--- src/design/iirdf1_pkg.sv ---
// Package of the direct form I filter: field widths, action and register codes,
// and the control bundle for the multiply-accumulate unit.
// Used by the interfaces and by every module of the block.
package iirdf1_pkg;

    localparam int MAX_ORDER_DEF = 8;
    localparam int DATA_W        = 32;
    localparam int ACC_W         = 64;
    localparam int ORDER_W       = 4;
    localparam int ACTION_W      = 2;
    localparam int CIDX_IN_W     = 4;
    localparam int CFG_IDX_W     = 2;

    localparam logic [ACTION_W-1:0] ACT_SAMPLE   = 2'd0;
    localparam logic [ACTION_W-1:0] ACT_NUM_COEF = 2'd1;
    localparam logic [ACTION_W-1:0] ACT_DEN_COEF = 2'd2;

    localparam logic [CFG_IDX_W-1:0] CFG_NUM_ORDER = 2'd0;
    localparam logic [CFG_IDX_W-1:0] CFG_DEN_ORDER = 2'd1;

    typedef struct packed {
        logic clr;
        logic vld;
        logic sub;
    } t_mac_ctl;

endpackage

--- src/design/iirdf1_mac.sv ---
// Multiply-accumulate unit: a registered 32 by 32 product followed by a
// 64-bit wrapping accumulator that adds or subtracts it.
// Depends on iirdf1_pkg for widths and the control bundle.
module iirdf1_mac (
    input  logic                                  i_clk,
    input  logic                                  i_rst_n,
    input  iirdf1_pkg::t_mac_ctl                  i_ctl,
    input  logic signed [iirdf1_pkg::DATA_W-1:0]  i_coef,
    input  logic signed [iirdf1_pkg::DATA_W-1:0]  i_data,
    output logic [iirdf1_pkg::ACC_W-1:0]          o_acc,
    output logic                                  o_busy
);
    import iirdf1_pkg::*;

    logic signed [ACC_W-1:0] r_prod;
    logic                    r_prod_vld;
    logic                    r_prod_sub;
    logic [ACC_W-1:0]        r_acc;

    always_ff @(posedge i_clk) begin
        if (!i_rst_n) begin
            r_prod_vld <= 1'b0;
        end else begin
            r_prod_vld <= i_ctl.vld;
        end
    end

    always_ff @(posedge i_clk) begin
        r_prod     <= ACC_W'(i_coef) * ACC_W'(i_data);
        r_prod_sub <= i_ctl.sub;
        if (i_ctl.clr) begin
            r_acc <= '0;
        end else if (r_prod_vld) begin
            r_acc <= r_prod_sub ? r_acc - r_prod : r_acc + r_prod;
        end
    end

    assign o_acc  = r_acc;
    assign o_busy = r_prod_vld;

endmodule

--- config.mk ---
export PLATFORM = sky130hd
export DESIGN_NAME = iirdf1_mac
export DESIGN_NICKNAME = d
export VERILOG_FILES = /design/src/design/iirdf1_pkg.sv /design/src/design/iirdf1_mac.sv
export SDC_FILE = /design/constraint.sdc
export NUM_CORES = 2
export LEC_CHECK = 0
export BUFFER_PORTS_ARGS = -buffer_cell sky130_fd_sc_hd__buf_2
export CORE_UTILIZATION = 65
export DETAILED_ROUTE_END_ITERATION = 12
export GPL_TIMING_DRIVEN = 0
export PLACE_DENSITY_LB_ADDON = 0.3
export SYNTH_ARGS = -nofsm -noshare
export SYNTH_HDL_FRONTEND = slang
export SYNTH_SLANG_ARGS = --single-unit
--- constraint.sdc ---
create_clock -name i_clk -period 12.7 [get_ports i_clk]
set_input_delay 2.54 -clock i_clk [delete_from_list [all_inputs] [get_ports i_clk]]
set_output_delay 2.54 -clock i_clk [all_outputs]
set_load 0.01 [all_outputs]
==> results.json <==
{
  "path_max_fanout": 10,
  "netlist_area_mm2": 0.0448,
  "antenna_left": 0,
  "synth_seq_area_share": 0.0581,
  "first_pass_iters": 6,
  "synth_top_cell_by_area": "fa_1",
  "gp_congestion": 1.07,
  "cts_max_level": 4,
  "drt-wirelength-per-cell_um": 25.1,
  "grt_max_degree": 24,
  "grt_use_total": 0.442,
  "cts_sinks": 130,
  "via_per_inst": 6.08,
  "core.rowCount": 95,
  "rsz0062_at_grt": "false",
  "setup_viol": 0,
  "layout.cells.most_common": "fa_1",
  "drive_gt1_frac": 0.0395,
  "cts_buffer_depth": 2,
  "outcome": "finished clean",
  "start_util": 0.662,
  "worstSetupEndpointType": "register",
  "nFillCells": 5414,
  "fmax_ghz": 0.0873,
  "worstSetupStartpointType": "input pin",
  "grt_pass1_vias": 37500,
  "maxCapViolCount": 0,
  "dr_total_vias": 36300,
  "fp.dieW_um": 264,
  "arrival_ns": 11.79,
  "slew_headroom": 0.107,
  "async_flop_share": 0,
  "drc": 0,
  "place.port_buffers": 132,
  "wl_mm": 150,
  "cp_common_cell": "fa_1",
  "hold_viol_final": 0,
  "maxSlewViolCount": 0,
  "cts_hold_buf": 0,
  "dp_hpwl_mm": 127,
  "tightest_slew_ns": 1.33,
  "cts_buffers": 17,
  "fp.dieH_um": 264,
  "max_stage_delay_ns": 0.92,
  "root_buffer": "clkbuf_16",
  "crit_slowest_cell": "clkbuf_1",
  "crit_required_ns": 13.03,
  "die-area_mm2": 0.0699,
  "synthFlopType": "dfxtp_1",
  "finalClockSkew_ns": 0.00909,
  "ys_ff_latch": 130,
  "most-common-layout-cells": "fa_1, inv_1, nand2_1, and2_1, ha_1",
  "finalCritPeriodShare": 0.902,
  "grt_pass1_wl_mm": 225,
  "antenna_found_initial": 16,
  "ctsResizeCount": 0,
  "core_mm2": 0.0676,
  "initialDrtViolationCount": 3359,
  "fin_setup_tns_ns": 0,
  "ys_types": 87,
  "cts_tree": "yes",
  "synthToLayoutAreaGrowth_pct": 5.41,
  "syn_area_per_cell_um2": 9.10,
  "yosys_warnings": 0,
  "synthTopCellsByArea": "fa_1, inv_1, and2_1",
  "hp-class": "register to register",
  "synth-edff-count": 0,
  "syn_inst": 4920,
  "period_minus_slack_ns": 11.46,
  "nets": 6471,
  "clk_latency_ns": 0.45,
  "grt-ovfl-total": 0,
  "regToRegSetupSlack_ns": 6.86,
  "pin_count": 134,
  "syn_nets": 6320,
  "synth_top_area_frac": 0.484,
  "critPathKind": "input pin to register",
  "utilization": 0.698,
  "cts_setup_buffers": 0,
  "clk_pin_slew_ns": 0.06
}
layout make-up:
cell class	count	area (µm²)	share of cell area
well taps	873	1090	0.0231
clock inverters	14	201	0.00427
flip-flops and latches	130	2600	0.0552
clock buffers	18	429	0.00910
inverters	986	3700	0.0784
plain buffers	252	960	0.0203
diodes	15	37.5	0.000796
repair buffers	132	661	0.0140
multi-input cells	3552	37500	0.795
final timing paths:
kind / to / cells after the start / startpoint
worst max-delay path: r_prod[63] / 25 / i_data[10]
worst min-delay path: o_acc[23] / 2 / o_acc[23]
worst max register to register: o_acc[62] / 24 / r_prod[0]
worst min register to register: o_acc[23] / 2 / o_acc[23]
state kept, by name, indices dropped and copies added (netlist names):
register    flops
r_prod_sub      1
o_busy          1
r_prod         64
o_acc          64
synthesized netlist by cell type (21+ instances only):
cell type  instances
o21ai_0           75
nor2_1           199
and2_1           525
xnor2_1          136
xor2_1            36
a31oi_1           26
clkbuf_1         241
a21oi_1          148
o21a_1            21
ha_1             248
nand3_1           32
fa_1            1083
mux2i_1           35
nand2_1          582
a21o_1            73
inv_1            986
nor3_1            45
nand2b_1          27
dfxtp_1          130
cells by family (layout without fill, tap and decap cells):
group | count (synthesis) | after routing | synth area share
xor gates and xnor gates | 173 | 173 | 0.0343
AOI/OAI and AO/OA | 478 | 478 | 0.0696
muxes | 39 | 39 | 0.00883
DFF | 130 | 130 | 0.0581
other | 0 | 15 | 0
adders and majority gates | 1331 | 1331 | 0.554
and+or+nand+nor | 1531 | 1531 | 0.171
buffers and inverters | 1238 | 1402 | 0.104
through the flow:
stage	hold WS [ns]	setup slack, ns	instance area, µm²	std cells
floorplan	0.498	2.93	44800	4920
finish	0.496	1.24	47200	5972
global placement	0.483	1.10	46500	5925
global route	0.526	0.918	47200	5960
detailed placement	0.486	1.02	46500	5925
CTS	0.496	1.46	47100	5957
critical path, delay by kind of cell:
family	cells	cell delay [ns]
simple gates	1	0.16
xor+xnor	1	0.14
fa+ha+maj	9	4.89
compound gates	8	2.02
buf+inv	6	2.02
metal layers:
layer	vias up	track usage	routed length [µm]
met1	18300	0.554	53900
li1	15100	-	-
met4	4	0.301	12700
met5	-	0	27
met3	641	0.115	16500
met2	2194	0.676	66900
Power is left out: the tool's default activity adds up to more than one toggle a clock period on the data nets, which glitch-free logic cannot reach.
