===== config.mk =====
export PLATFORM = sky130hd
export DESIGN_NAME = iirdf1_div
export DESIGN_NICKNAME = d
export VERILOG_FILES = /design/src/design/iirdf1_pkg.sv /design/src/design/iirdf1_div.sv
export SDC_FILE = /design/constraint.sdc
export NUM_CORES = 1
export LEC_CHECK = 0
export BUFFER_PORTS_ARGS = -buffer_cell sky130_fd_sc_hd__buf_4
export CELL_PAD_IN_SITES_DETAIL_PLACEMENT = 1
export CELL_PAD_IN_SITES_GLOBAL_PLACEMENT = 2
export CORE_MARGIN = 2
export CORE_UTILIZATION = 31
export CTS_CLUSTER_SIZE = 40
export DETAILED_ROUTE_END_ITERATION = 10
export PLACE_DENSITY_LB_ADDON = 0.1
export SETUP_SLACK_MARGIN = 0.5
export SYNTH_ARGS = -nofsm -noshare
export SYNTH_HDL_FRONTEND = slang
export SYNTH_SLANG_ARGS = --single-unit

===== constraint.sdc =====
create_clock -name i_clk -period 2.5 [get_ports i_clk]
set_input_delay 0.375 -clock i_clk [delete_from_list [all_inputs] [get_ports i_clk]]
set_output_delay 0.375 -clock i_clk [all_outputs]
set_load 0.02 [all_outputs]

===== src/design/iirdf1_pkg.sv =====
// Package of the direct form I filter: field widths, action and register codes,
// and the control bundle for the multiply-accumulate unit.
// Used by the interfaces and by every module of the block.
package iirdf1_pkg;

    localparam int MAX_ORDER_DEF = 8;
    localparam int DATA_W        = 32;
    localparam int ACC_W         = 64;
    localparam int ORDER_W       = 4;
    localparam int ACTION_W      = 2;
    localparam int CIDX_IN_W     = 4;
    localparam int CFG_IDX_W     = 2;

    localparam logic [ACTION_W-1:0] ACT_SAMPLE   = 2'd0;
    localparam logic [ACTION_W-1:0] ACT_NUM_COEF = 2'd1;
    localparam logic [ACTION_W-1:0] ACT_DEN_COEF = 2'd2;

    localparam logic [CFG_IDX_W-1:0] CFG_NUM_ORDER = 2'd0;
    localparam logic [CFG_IDX_W-1:0] CFG_DEN_ORDER = 2'd1;

    typedef struct packed {
        logic clr;
        logic vld;
        logic sub;
    } t_mac_ctl;

endpackage


===== src/design/iirdf1_div.sv =====
// Restoring divider of a 64-bit magnitude by a 32-bit magnitude, one quotient
// bit per cycle. Depends on iirdf1_pkg for the widths.
module iirdf1_div (
    input  logic                           i_clk,
    input  logic                           i_rst_n,
    input  logic                           i_start,
    input  logic [iirdf1_pkg::ACC_W-1:0]   i_dividend,
    input  logic [iirdf1_pkg::DATA_W-1:0]  i_divisor,
    output logic                           o_done,
    output logic [iirdf1_pkg::ACC_W-1:0]   o_quotient
);
    import iirdf1_pkg::*;

    localparam int CNT_W = $clog2(ACC_W + 1);

    logic [CNT_W-1:0]  r_cnt;
    logic              r_busy;
    logic              r_done;
    logic [DATA_W-1:0] r_rem;
    logic [ACC_W-1:0]  r_quo;
    logic [DATA_W-1:0] r_div;
    logic [DATA_W:0]   trial;
    logic              fits;

    assign trial = {r_rem, r_quo[ACC_W-1]};
    assign fits  = trial >= {1'b0, r_div};

    always_ff @(posedge i_clk) begin
        if (!i_rst_n) begin
            r_busy <= 1'b0;
            r_done <= 1'b0;
            r_cnt  <= '0;
        end else begin
            r_done <= 1'b0;
            if (i_start) begin
                r_busy <= 1'b1;
                r_cnt  <= CNT_W'(ACC_W);
            end else if (r_busy) begin
                r_cnt <= r_cnt - CNT_W'(1);
                if (r_cnt == CNT_W'(1)) begin
                    r_busy <= 1'b0;
                    r_done <= 1'b1;
                end
            end
        end
    end

    always_ff @(posedge i_clk) begin
        if (i_start) begin
            r_rem <= '0;
            r_quo <= i_dividend;
            r_div <= i_divisor;
        end else if (r_busy) begin
            r_rem <= fits ? DATA_W'(trial - {1'b0, r_div}) : DATA_W'(trial);
            r_quo <= {r_quo[ACC_W-2:0], fits};
        end
    end

    assign o_done     = r_done;
    assign o_quotient = r_quo;

endmodule


==> reports/results.env <==
DIE_WIDTH_MICRONS=159.1
MET3_USAGE_PCT=6.408
DIEAREA_SQ_UM=25310
CORE.ROWCOUNT=56
POST-PLACE-CELLS=1267
TOP_USAGE_LAYER='met2'
VIOLATIONS_IN_THE_FINAL_REPORTS='negative setup slack'
FINAL_CELL_COUNT_NO_FILL=1340
CTS-BUFFERS-INSERTED=17
LARGEST_CLOCK_SKEW_IN_THE_FINAL_DESIGN_PS=10.39
WORST_SUPPLY_VOLTAGE_DROP_ON_VDD_mV=0.3693
FLOORPLAN.DIE.HEIGHT_MICRONS=159.1
FINAL_DESIGN_AREA_NO_FILL_SQ_UM=11780
MAX_SLEW.WORST_PIN.SLEW_PS=704.4
MAPPEDNETLISTNETS=835
GLOBALPLACE.CONGESTION=0.8347
NUMBER_OF_GLOBAL_ROUTE_VIAS_BEFORE_REPAIR=7321
GRT_UTIL_OVERALL_PCT=18.86
ITER_0_DRT_VIOLATIONS=185
TIMING.CRITICAL_PATH.SLOWEST_CELL_DELAY_PS=440
P_COMB_SHARE_PCT=33.9
WORST_ENDPOINT_DATA_ARRIVAL_TIME_PS=3210
CLOCK_GROUP_SHARE_OF_TOTAL_POWER_PCT=31.3
GRT-OVFL-TOTAL=0
SLOWEST_STAGE='sky130_fd_sc_hd__a2111o_1'
GR-USAGE-MET2_PCT=32.85
MAX_CLOCK_FREQ_GHz=0.3476
NETSWITCHINGFRACTION_PCT=32.96
CELLLEAKAGEPOWER_nW=5.027
SETUP_VIOL=33
FLOW.AREA_GROWTH_FROM_SYNTHESIS_PCT=57.94
START_UTIL_PCT=31.68
FRACTION_OF_LAYOUT_INSTANCES_USING_A_DRIVE_STRENGTH_ABOVE_1_PCT=53.87
PATH_MAX_FANOUT=4
GRT_UTIL_MET1_PCT=21.93
CTS_SINKS=137
WHS_PATH_DEPTH=1
WORSTSKEWPAIRLATENCY_PS=430
WORST_SLEW_MARGIN_REL_PCT=53.04
FINAL_NETS=1142
CLOCK_PATH_BUFFERS=2
NUM_VIAS=6636
CP.REQUIRED_PS=2840
CELLPOWERDENSITY_nW_PER_UM2=686.4
FINAL_SETUP_TNS_PS=-8340
AVERAGE_DETAILED_ROUTED_WIRE_LENGTH_PER_INSTANCE_MICRONS=18.22
NETLIST_AREA_SQ_UM=7457
FINALMAXSLEWVIOLATIONS=0
YOSYS.CELL_TYPES.COUNT=55
SYNTH-EDFF-COUNT=96
ANT_NETS=0
ASYNC_RESET_FF_SHARE_PCT=0
SYNTHESIS.YOSYS.WARNINGS=0
DRC_ERRORS=0
CLOCK_TREE_FROM_TRITONCTS='yes'
CRIT_PATH_CELL_TRACE='inv_1, ha_2, fa_2, nor2b_4, o2111ai_4, a2111o_1, a31o_4, a21oi_4, nor3_2, or3b_1, a311oi_2'
PLACEDINSTANCEAREA_SQ_UM=9898
NUM_ANTENNA_CELLS=0
FINAL.SETUP.WORST_SLACK_PS=-376.6
CORE_AREA_SQ_UM=23540
FINAL_MIN_PERIOD_OVER_CLOCK_PERIOD_PCT=115.1
FIN_HOLD_WS_PS=118.3
SWITCHINGPOWER_mW=2.664
CP-START-KIND='register'
LAYOUT.CELLS.MOST_COMMON_LIST='298 x sky130_fd_sc_hd__buf_4, 96 x sky130_fd_sc_hd__edfxtp_1, 63 x sky130_fd_sc_hd__mux2_2, 52 x sky130_fd_sc_hd__nor2_1, 47 x sky130_fd_sc_hd__nand2_1'
FINAL_CORE_UTIL_PCT=50.03
SYN_AVG_CELL_AREA_SQ_UM=10.64
IO_PINS=164
POWER.SEQUENTIAL.FRACTION_PCT=34.8
CRIT_PATH_END_KIND='register'
SYNTH_FLOP_CELL='sky130_fd_sc_hd__edfxtp_1'
WORST-R2R-CELL-COUNT=11
RSZ0062_AT_GRT='true'
POST_CTS_HOLD_BUFFER_COUNT=0
PORT-BUFFER-COUNT=163
YOSYSSEQAREASHARE_PCT=49.66
TIMING_WORST_SETUP_PATH_TYPE='reg -> reg'
CTSHTREEMAXLEVEL=4
CTS_ROOT_BUFFER='sky130_fd_sc_hd__clkbuf_16'
RUN_STATUS='finished, violations left'
ANTENNA_FOUND_INITIAL=0
FINAL-HOLD-VIOLATION-COUNT=0
DRT_PASS1_ITERATIONS=4
HOLDCRITPATHCLASS='in -> reg'
TIMING.FINAL.CRIT_PERIOD_PS=2877
YOSYS_REGISTER_BITS=137
SYNTHCELLS=701
NFILLCELLS=2587
MOST_COMMON_CELL_AFTER_LAYOUT_FILL_AND_TAPS_ASIDE='sky130_fd_sc_hd__buf_4'
FIRST_PASS_GRT_WIRE_LENGTH_MICRONS=38470
POWER_mW=8.084
DP_HPWL_MICRONS=16360
PIN_COUNT_OF_THE_BIGGEST_NET_ENTERING_GLOBAL_ROUTING=94
PRE_CTS_SLACK_PS=-427.2
POST_DRT_VIA_CELL_RATIO=4.952
MAX_CAP_VIOLS=0
FINAL_WIRELENGTH_MICRONS=24410
CLKSLEWWORSTSETUPHOLDPATHS_PS=70
INTPOWER_mW=5.419
==> cells by family after synthesis <==
logic type | Yosys count | share of synthesized area, %
flops | 137 | 49.66
mux | 65 | 9.782
buf+inv | 91 | 5.185
compound gates | 155 | 14.50
fa+ha+maj | 35 | 5.973
simple gates | 192 | 11.85
xor+xnor | 26 | 3.054
==> cell usage after synthesis (4+ instances only) <==
master | n | area share (%)
sky130_fd_sc_hd__a311oi_1 | 22 | 2.6
sky130_fd_sc_hd__a21oi_1 | 46 | 3.1
sky130_fd_sc_hd__xnor2_1 | 16 | 1.9
sky130_fd_sc_hd__nand2_1 | 70 | 3.5
sky130_fd_sc_hd__a211oi_1 | 6 | 0.60
sky130_fd_sc_hd__or3_1 | 6 | 0.50
sky130_fd_sc_hd__xor2_1 | 10 | 1.2
sky130_fd_sc_hd__edfxtp_1 | 96 | 39
sky130_fd_sc_hd__inv_1 | 51 | 2.6
sky130_fd_sc_hd__o21ai_0 | 22 | 1.5
sky130_fd_sc_hd__nor4_1 | 5 | 0.42
sky130_fd_sc_hd__ha_1 | 34 | 5.7
sky130_fd_sc_hd__clkbuf_1 | 19 | 0.96
sky130_fd_sc_hd__buf_2 | 14 | 0.94
sky130_fd_sc_hd__nand2b_1 | 4 | 0.34
sky130_fd_sc_hd__nand4_1 | 16 | 1.3
sky130_fd_sc_hd__a21boi_0 | 5 | 0.50
sky130_fd_sc_hd__nor2_1 | 55 | 2.8
sky130_fd_sc_hd__o21a_1 | 6 | 0.60
sky130_fd_sc_hd__a31oi_1 | 4 | 0.34
sky130_fd_sc_hd__nand3_1 | 15 | 1.0
sky130_fd_sc_hd__nor2b_1 | 4 | 0.34
sky130_fd_sc_hd__dfxtp_1 | 41 | 11
sky130_fd_sc_hd__o211ai_1 | 4 | 0.40
sky130_fd_sc_hd__mux2_2 | 63 | 9.5
sky130_fd_sc_hd__nor3_1 | 6 | 0.40
sky130_fd_sc_hd__buf_4 | 5 | 0.50
sky130_fd_sc_hd__a21o_1 | 16 | 1.6
==> registers in the layout, summed over array words and instances, names as in the netlist <==
| register | count |
|---|---|
| o_done | 1 |
| o_quotient | 64 |
| r_busy | 1 |
| r_cnt | 7 |
| r_div | 32 |
| r_rem | 32 |
==> final cells by class <==
class / count / area, sq um / share of cell area [%]
Multi-Input combinational cell: 474 / 4174 / 35.44
Clock inverter: 14 / 145.1 / 1.232
Timing Repair Buffer: 327 / 2724 / 23.13
Sequential cell: 137 / 3705 / 31.46
Inverter: 51 / 191.4 / 1.625
Clock buffer: 18 / 439.2 / 3.729
Tap cell: 319 / 399.1 / 3.389
==> repair_timing <==
item | 4_1_cts | 5_1_grt
pin swaps | 37 | 33
cloned | 6 | 0
buffers inserted | 22 | 13
endpoints found under the setup margin | 33 | 33
gates resized for setup | 87 | 87
==> power groups by stage <==
stage	Sequential (mW)	Combinational (mW)	Clock [mW]
global route	2.84	2.95	2.69
detailed placement	2.84	2.04	0
CTS	2.81	2.46	2.60
global placement	2.83	2.01	0
floorplan	2.97	1.01	0
finish	2.81	2.74	2.53
==> per-layer routing <==
| metal | part of all wire [%] | vias to the layer above |
|---|---|---|
| met5 | 0 | - |
| met4 | 2.4 | 0 |
| met3 | 6.7 | 40 |
| met2 | 51 | 174 |
| met1 | 40 | 3240 |
| li1 | - | 3182 |
==> worst paths after layout <==
path	startpoint	slack, ps	to
worst min register to register	r_rem[29]	520	r_rem[29]
worst min-delay path	i_divisor[11]	120	r_div[11]
worst max register to register	o_quotient[63]	-380	r_rem[22]
worst max-delay path	o_quotient[63]	-380	r_rem[22]
==> worst max-delay path, delay by kind of cell, from the launching register on <==
kind            cells  cell delay [ps]
flops               1              350
buf+inv             1               50
simple gates        3              580
fa+ha+maj           2              560
compound gates      5             1250
No activity file was read; power rests on OpenSTA's default activity.
