--- src/design/iirdf1_pkg.sv ---
// Package of the direct form I filter: field widths, action and register codes,
// and the control bundle for the multiply-accumulate unit.
// Used by the interfaces and by every module of the block.
package iirdf1_pkg;

    localparam int MAX_ORDER_DEF = 8;
    localparam int DATA_W        = 32;
    localparam int ACC_W         = 64;
    localparam int ORDER_W       = 4;
    localparam int ACTION_W      = 2;
    localparam int CIDX_IN_W     = 4;
    localparam int CFG_IDX_W     = 2;

    localparam logic [ACTION_W-1:0] ACT_SAMPLE   = 2'd0;
    localparam logic [ACTION_W-1:0] ACT_NUM_COEF = 2'd1;
    localparam logic [ACTION_W-1:0] ACT_DEN_COEF = 2'd2;

    localparam logic [CFG_IDX_W-1:0] CFG_NUM_ORDER = 2'd0;
    localparam logic [CFG_IDX_W-1:0] CFG_DEN_ORDER = 2'd1;

    typedef struct packed {
        logic clr;
        logic vld;
        logic sub;
    } t_mac_ctl;

endpackage

--- src/design/iirdf1_ram.sv ---
// Synchronous RAM with one write port, one registered read port and a valid
// bit per entry, so that entries never written read as zero after reset.
// Depends on iirdf1_pkg for the data width.
module iirdf1_ram #(
    parameter int DEPTH = 16
) (
    input  logic                              i_clk,
    input  logic                              i_rst_n,
    input  logic                              i_we,
    input  logic [$clog2(DEPTH)-1:0]          i_waddr,
    input  logic [iirdf1_pkg::DATA_W-1:0]     i_wdata,
    input  logic [$clog2(DEPTH)-1:0]          i_raddr,
    output logic [iirdf1_pkg::DATA_W-1:0]     o_rdata
);
    import iirdf1_pkg::*;

    logic [DATA_W-1:0] r_mem [DEPTH];
    logic [DEPTH-1:0]  r_vld;
    logic [DATA_W-1:0] r_rdata;

    always_ff @(posedge i_clk) begin
        if (!i_rst_n) begin
            r_vld <= '0;
        end else if (i_we) begin
            r_vld[i_waddr] <= 1'b1;
        end
    end

    always_ff @(posedge i_clk) begin
        if (i_we) begin
            r_mem[i_waddr] <= i_wdata;
        end
        r_rdata <= r_vld[i_raddr] ? r_mem[i_raddr] : '0;
    end

    assign o_rdata = r_rdata;

endmodule

--- config.mk ---
export PLATFORM = sky130hd
export DESIGN_NAME = iirdf1_ram
export DESIGN_NICKNAME = d
export VERILOG_FILES = /design/src/design/iirdf1_pkg.sv /design/src/design/iirdf1_ram.sv
export SDC_FILE = /design/constraint.sdc
export NUM_CORES = 1
export LEC_CHECK = 0
export BUFFER_PORTS_ARGS = -buffer_cell sky130_fd_sc_hd__buf_2
export CAP_MARGIN = 20
export CORE_MARGIN = 1
export CORE_UTILIZATION = 55
export DETAILED_ROUTE_END_ITERATION = 8
export GPL_TIMING_DRIVEN = 0
export PLACE_DENSITY = 0.81
export SYNTH_ARGS = -nofsm -noshare
export SYNTH_HDL_FRONTEND = slang
export SYNTH_SLANG_ARGS = --single-unit
--- constraint.sdc ---
create_clock -name i_clk -period 4 [get_ports i_clk]
set_input_delay 0.4 -clock i_clk [delete_from_list [all_inputs] [get_ports i_clk]]
set_output_delay 0.4 -clock i_clk [all_outputs]
set_load 0.1 [all_outputs]
==> metrics.md, run 1 <==
| Metric | Value |
|---|---|
| Fmax | `0.495 GHz` |
| RSZ-0062 raised after global routing | `no` |
| PwrDens | `511 nW/um^2` |
| Final core utilization | `64.8%` |
| Worst-Margin Slew | `0.848 ns` |
| WHS | `0.160 ns` |
| Die extent in y | `195 um` |
| Net Count, Synth | `927` |
| Warning count from the yosys run | `0` |
| Initial drt markers | `1028` |
| Final net count | `1081` |
| Final-report hold violation count | `0` |
| Post-Synthesis Cells | `884` |
| GPL Wtd Cong | `0.720` |
| Setup crit end kind | `flop` |
| Max-slew headroom | `43.4%` |
| Die footprint | `38100 sq um` |
| Type of origin of the critical path | `input port` |
| Worst VDD drop | `0.000396 V` |
| Commonest non-fill, non-tap cell in the layout | `edfxtp_1` |
| Port buffer count | `71` |
| Share of layout cells above drive strength 1 | `32.9%` |
| Post-CTS Setup Bufs | `0` |
| Final Max Slew Viols | `0` |
| Clock Skew | `0.0158 ns` |
| Layout fillers | `2244` |
| Die outline width | `195 um` |
| Antenna violations before repair | `0` |
| Cell Area, Synth | `20500 sq um` |
| Static Leakage | `7.67 nW` |
| Total wire length | `44.7 mm` |
| Fin crit share | `50.5%` |
| Final ANT Viol Nets | `0` |
| Most used cells in the layout excluding fill and tap cells | `edfxtp_1 (512), mux4_2 (132), buf_2 (86)` |
| Antenna diode count | `0` |
| TritonCTS Buffers | `53` |
| Setup Crit Path Kind | `in2reg` |
| CTS-repair resized insts | `0` |
| Synth Area per Inst | `23.2 sq um` |
| Worst EP required | `4.45 ns` |
| Fin crit period | `2.02 ns` |
| Worst r2r src | `r_vld[13]` |
| DR DRC count | `0` |
| Core area | `36700 sq um` |
| First-pass DRT Iterations | `5` |
| Area Overhead vs Synth | `15.9%` |
| Hold path start | `i_rst_n` |
| Hold Buf Count CTS | `0` |
| Hpwl dp | `27.3 mm` |
| Global route overflow | `0` |
| Cell row count | `70` |
| Hold crit path type | `in2reg` |
| Final setup violation count | `0` |
| MaxCap Viol Count | `0` |
| Vias in the first global route | `10.6k` |
| Worst Setup SP | `i_raddr[2]` |
| H-Tree Depth | `2` |
| Seq/Total Area, Yosys | `79.6%` |
| Vias after detailed routing | `9986` |
| Yosys cell types | `22` |
| Routed len/inst | `28.8 um` |
| Tot GR Track Use | `24.4%` |
| Clk Latency, worst-skew pair | `0.59 ns` |
| Status | `complete, no violations` |
| IO Count | `75` |
| Vias per cell | `6.44` |
| First-pass GRT wire length | `66.4 mm` |
| Clock sink count | `560` |
| WP data arrival | `2.47 ns` |
| Max FO, Critical Path | `10` |
| Initial Utilization | `55.9%` |
| CTS tree | `yes` |
| Clock Tree Buf Depth | `3` |
| Root Buffer Master | `clkbuf_16` |
| Seq cells post-synth | `560` |
| Largest net degree at the start of global routing | `24` |
| CTS clk-pin slew, worst paths | `0.06 ns` |
[cell usage after synthesis]
library cell / count / area share [%]
a21oi_1: 32 / 0.78
a22o_1: 2 / 0.085
a22oi_1: 64 / 2.3
and2_1: 1 / 0.031
buf_1: 3 / 0.055
buf_2: 15 / 0.37
buf_4: 10 / 0.37
buf_6: 6 / 0.33
clkbuf_1: 16 / 0.29
dfxtp_1: 48 / 4.7
edfxtp_1: 512 / 75
mux4_2: 132 / 14
nand2_1: 1 / 0.018
nand2b_1: 2 / 0.061
nand3_1: 1 / 0.024
nand3b_1: 2 / 0.073
nor2_1: 13 / 0.24
nor2_4: 1 / 0.055
nor2b_1: 2 / 0.061
nor3_1: 4 / 0.098
o21a_1: 16 / 0.59
or3b_2: 1 / 0.043
[path summary, 6_finish.rpt]
| path | end | slack, ns | depth (start not counted) |
|---|---|---|---|
| min reg2reg | r_vld[12] | 0.46 | 1 |
| min | r_vld[0] | 0.16 | 2 |
| max reg2reg | o_rdata[20] | 2.21 | 5 |
| max | o_rdata[12] | 1.98 | 6 |
[registers in the layout, indices dropped and copies added, names as in the netlist]
register  cells
r_mem       512
r_vld        16
o_rdata      32
[worst max-delay path, cell delays in order]
cell      delay (ns)
buf_2           0.17
buf_2           0.36
clkbuf_1        0.69
mux4_2          0.42
a22oi_1         0.26
a21oi_1         0.16
[per-layer routing]
layer,vias up,global-route usage [%],part of all wire (%)
met5,-,0,0
met4,0,8.95,3.2
met3,111,5.28,8.7
met2,588,40.4,51
met1,5202,32.1,37
li1,4085,-,-
[power breakdown]
part / leakage (nW) / internal (mW) / total (mW) / switching (mW)
clock: 0.864 / 2.97 / 5.03 / 2.06
sequential: 5.01 / 6.50 / 6.53 / 0.0311
combinational: 1.79 / 0.225 / 0.593 / 0.367
total: 7.67 / 9.70 / 12.2 / 2.46
[stage by stage]
stage          power [mW]  setup TNS, ns  setup WS [ns]  std cells  area (sq um)
2_1_floorplan        7.00              0          0.367        884         20500
3_3_place_gp         7.19        -270.20          -2.08       1423         21500
3_5_place_dp         7.24              0           1.48       1451         22000
4_1_cts              12.2              0           2.07       1551         23800
5_1_grt              12.5              0           1.92       1551         23800
6_report             12.2              0           1.98       1551         23800
[cell families after synthesis]
kind of cell | share of synthesized area, %
AO/OA/AOI/OAI | 3.79
AND/OR/NAND/NOR | 0.701
buffers and inverters | 1.41
multiplexers | 14.5
flip-flops | 79.6
[final cells by class]
type | instances | area, sq um | area share, %
sequential | 560 | 16300 | 68.7
multi-input combinational | 274 | 4010 | 16.8
clock buffer | 86 | 1590 | 6.70
timing repair buffer | 99 | 810 | 3.40
tap | 468 | 586 | 2.46
buffer | 50 | 289 | 1.22
clock inverter | 14 | 170 | 0.715
No activity file was read; power rests on OpenSTA's default activity.
==> run 2: changes to the inputs <==
==> constraint.sdc (replaced) <==
create_clock -name i_clk -period 2.1 [get_ports i_clk]
set_input_delay 0.21 -clock i_clk [delete_from_list [all_inputs] [get_ports i_clk]]
set_output_delay 0.21 -clock i_clk [all_outputs]
set_load 0.1 [all_outputs]
==> run 2 against run 1 <==
Compared with the run above: cell count grew 0.90%; via count up 0.15%; combinational power is 97% higher; largest cell class unchanged; utilization rose by 0.53 points; critical endpoint unchanged; sequential share of layout area fell by 0.56 points.
==> metrics.md, run 2 (same netlist as run 1, synthesis figures left out) <==
| Metric | Value |
|---|---|
| R2r worst-path depth | `5 (unchanged)` |
| Post-CTS Setup Bufs | `0 (unchanged)` |
| Max FO, Critical Path | `10 (unchanged)` |
| Cell row count | `70 (unchanged)` |
| Place WS | `-0.213 ns (was 1.48 ns)` |
| GPL Wtd Cong | `0.724 (was 0.720)` |
| Final ANT Viol Nets | `0 (unchanged)` |
| Max-slew headroom | `41.8% (was 43.4%)` |
| Hold crit path type | `in2reg (unchanged)` |
| Die outline width | `195 um (unchanged)` |
| Worst-path cell with the longest stage delay | `clkbuf_1 (unchanged)` |
| Clock sink count | `560 (unchanged)` |
| First-pass DRT Iterations | `5 (unchanged)` |
| Critical R2R Capture | `o_rdata[8] (was o_rdata[20])` |
| Global route overflow | `0 (unchanged)` |
| Core area | `36700 sq um (unchanged)` |
| Hold path start | `i_wdata[12] (was i_rst_n)` |
| Fin worst setup slack | `0.225 ns (was 1.98 ns)` |
| Initial drt markers | `977 (was 1028)` |
| Part of the power in the clock network | `40.5% (was 41.4%)` |
| Top reg by flops | `r_mem (unchanged)` |
| Largest net degree at the start of global routing | `26 (was 24)` |
| First-pass GRT wire length | `65.2 mm (was 66.4 mm)` |
| Final setup violation count | `0 (unchanged)` |
| Initial Utilization | `55.9% (unchanged)` |
| Tot GR Track Use | `23.9% (was 24.4%)` |
| Worst-Margin Slew | `0.873 ns (was 0.848 ns)` |
| WHS | `0.0220 ns (was 0.160 ns)` |
| Clock Skew | `0.0140 ns (was 0.0158 ns)` |
| H-Tree Depth | `2 (unchanged)` |
| DP Area | `22000 sq um (about the same)` |
| Share of power burned in registers | `54.4% (was 53.7%)` |
| Worst path max stage delay | `0.71 ns (was 0.69 ns)` |
| Final-report hold violation count | `0 (unchanged)` |
| CTS tree | `yes (unchanged)` |
| WP data arrival | `2.31 ns (was 2.47 ns)` |
| PwrDens | `953 nW/um^2 (was 511 nW/um^2)` |
| Hpwl dp | `25.9 mm (was 27.3 mm)` |
| CP top delay family | `buffers and inverters (unchanged)` |
| Setup Crit Path Kind | `in2reg (unchanged)` |
| Worst VDD drop | `0.000648 V (was 0.000396 V)` |
| Worst path most repeated cell | `buf_2 (unchanged)` |
| TritonCTS Buffers | `52 (was 53)` |
| Area Overhead vs Synth | `16.9% (was 15.9%)` |
| Routed len/inst | `28.3 um (was 28.8 um)` |
| Total wire length | `44.3 mm (was 44.7 mm)` |
| Final net count | `1099 (was 1081)` |
| Share of layout cells above drive strength 1 | `32.0% (was 32.9%)` |
| Vias after detailed routing | `10.0k (was 9986)` |
| Vias per cell | `6.39 (was 6.44)` |
| Die extent in y | `195 um (unchanged)` |
| Setup crit end kind | `flop (unchanged)` |
| Die footprint | `38100 sq um (unchanged)` |
| Final Max Slew Viols | `0 (unchanged)` |
| Fmax | `0.533 GHz` |
| CTS-repair resized insts | `0 (unchanged)` |
| Max reg flops | `512 (unchanged)` |
| CTS clk-pin slew, worst paths | `0.07 ns (was 0.06 ns)` |
| P_sw | `4.67 mW (was 2.46 mW)` |
| DR DRC count | `0 (unchanged)` |
| Worst r2r src | `r_vld[13] (unchanged)` |
| Critical Path, Cell by Cell | `buf_2, buf_2, clkbuf_1, mux4_2, a22oi_1, a21oi_1 (unchanged)` |
| RSZ-0062 raised after global routing | `no (unchanged)` |
| Worst Setup SP | `i_raddr[2] (unchanged)` |
| IO Count | `75 (unchanged)` |
| Final core utilization | `65.3% (was 64.8%)` |
| Root Buffer Master | `clkbuf_16 (unchanged)` |
| Fin crit share | `89.3%` |
| MaxCap Viol Count | `0 (unchanged)` |
| Int Power | `18.2 mW (was 9.70 mW)` |
| Switch share | `20.4% (was 20.2%)` |
| Antenna diode count | `0 (unchanged)` |
| Hold path depth | `1 (was 2)` |
| Port buffer count | `71 (unchanged)` |
| Fin crit period | `1.87 ns` |
| Worst EP required | `2.54 ns (was 4.45 ns)` |
| Flop2flop setup slack | `0.33 ns (was 2.21 ns)` |
| Clk Latency, worst-skew pair | `0.58 ns (was 0.59 ns)` |
| Clock Tree Buf Depth | `3 (unchanged)` |
| Static Leakage | `7.74 nW (was 7.67 nW)` |
| Crit path buf inv count | `3 (unchanged)` |
| Setup TNS | `0 ns (unchanged)` |
| Multi-input logic area | `4030 sq um (was 4010 sq um)` |
| Post-route cell area | `24000 sq um (was 23800 sq um)` |
| Antenna violations before repair | `0 (unchanged)` |
| Status | `complete, no violations (unchanged)` |
| Most used cells in the layout excluding fill and tap cells | `edfxtp_1 (512), mux4_2 (132), buf_2 (86) (unchanged)` |
| Type of origin of the critical path | `input port (unchanged)` |
| WHS Endpoint | `r_mem[6][12] (was r_vld[0])` |
| Commonest non-fill, non-tap cell in the layout | `edfxtp_1 (unchanged)` |
| Layout fillers | `2256 (was 2244)` |
| FF+latch area | `16300 sq um (unchanged)` |
| Comb pwr share | `5.1% (was 4.9%)` |
| Vias in the first global route | `10.3k (was 10.6k)` |
[run 2: cell count changes in the layout (fill, tap and decap cells not counted), moves of 5 or more]
| cell | change |
|---|---|
| dlygate4sd3_1 | +27 |
| clkbuf_1 | -10 |
| buf_6 | -13 |
| clkinv_2 | +6 |
| buf_8 | +5 |
[run 2: how the worst max path moves through the flow]
stage	to	slack [ns]	cells past startpoint
final	o_rdata[12]	0.23	6
after global routing	o_rdata[12]	0.14	6
after CTS	o_rdata[12]	0.25	6
after detailed placement	r_mem[0][25]	-0.21	5
after global placement	r_mem[1][25]	-2.01	3
after floorplan	r_mem[1][0]	-0.45	2
[run 2: layer usage]
layer / vias to the layer above / track usage [%] / wire (um)
met1: 5198 / 31.3 / 16600
met4: 0 / 9.10 / 1490
li1: 4114 / - / -
met2: 564 / 40.0 / 22400
met5: - / 0 / 0
met3: 125 / 4.94 / 3780
[run 2: power groups by stage]
stage          clock network [mW]  logic (mW)  registers, mW
6_report                     9.25        1.17           12.4
5_1_grt                      9.75        1.24           12.5
3_5_place_dp                    0        1.11           12.7
4_1_cts                      9.37        1.17           12.4
2_1_floorplan                   0       0.604           12.7
3_3_place_gp                    0        1.03           12.7
[run 2: timing repair]
item                                    CTS  global route
endpoints found under the hold margin   349             0
hold buffers                             27             0
endpoints found under the setup margin    0             0
[run 2: cell type report]
cell class	count	share of cell area [%]
Buffer	50	1.21
Clock buffer	71	6.08
Clock inverter	24	0.918
Sequential cell	560	68.1
Timing Repair Buffer	118	4.43
Multi-Input combinational cell	274	16.8
Tap cell	468	2.44
[run 2: stage by stage]
step	total power, mW	instances
5_1_grt	23.4	1565
3_5_place_dp	13.8	1443
6_report	22.9	1565
4_1_cts	23.0	1565
3_3_place_gp	13.7	1423
2_1_floorplan	13.3	884
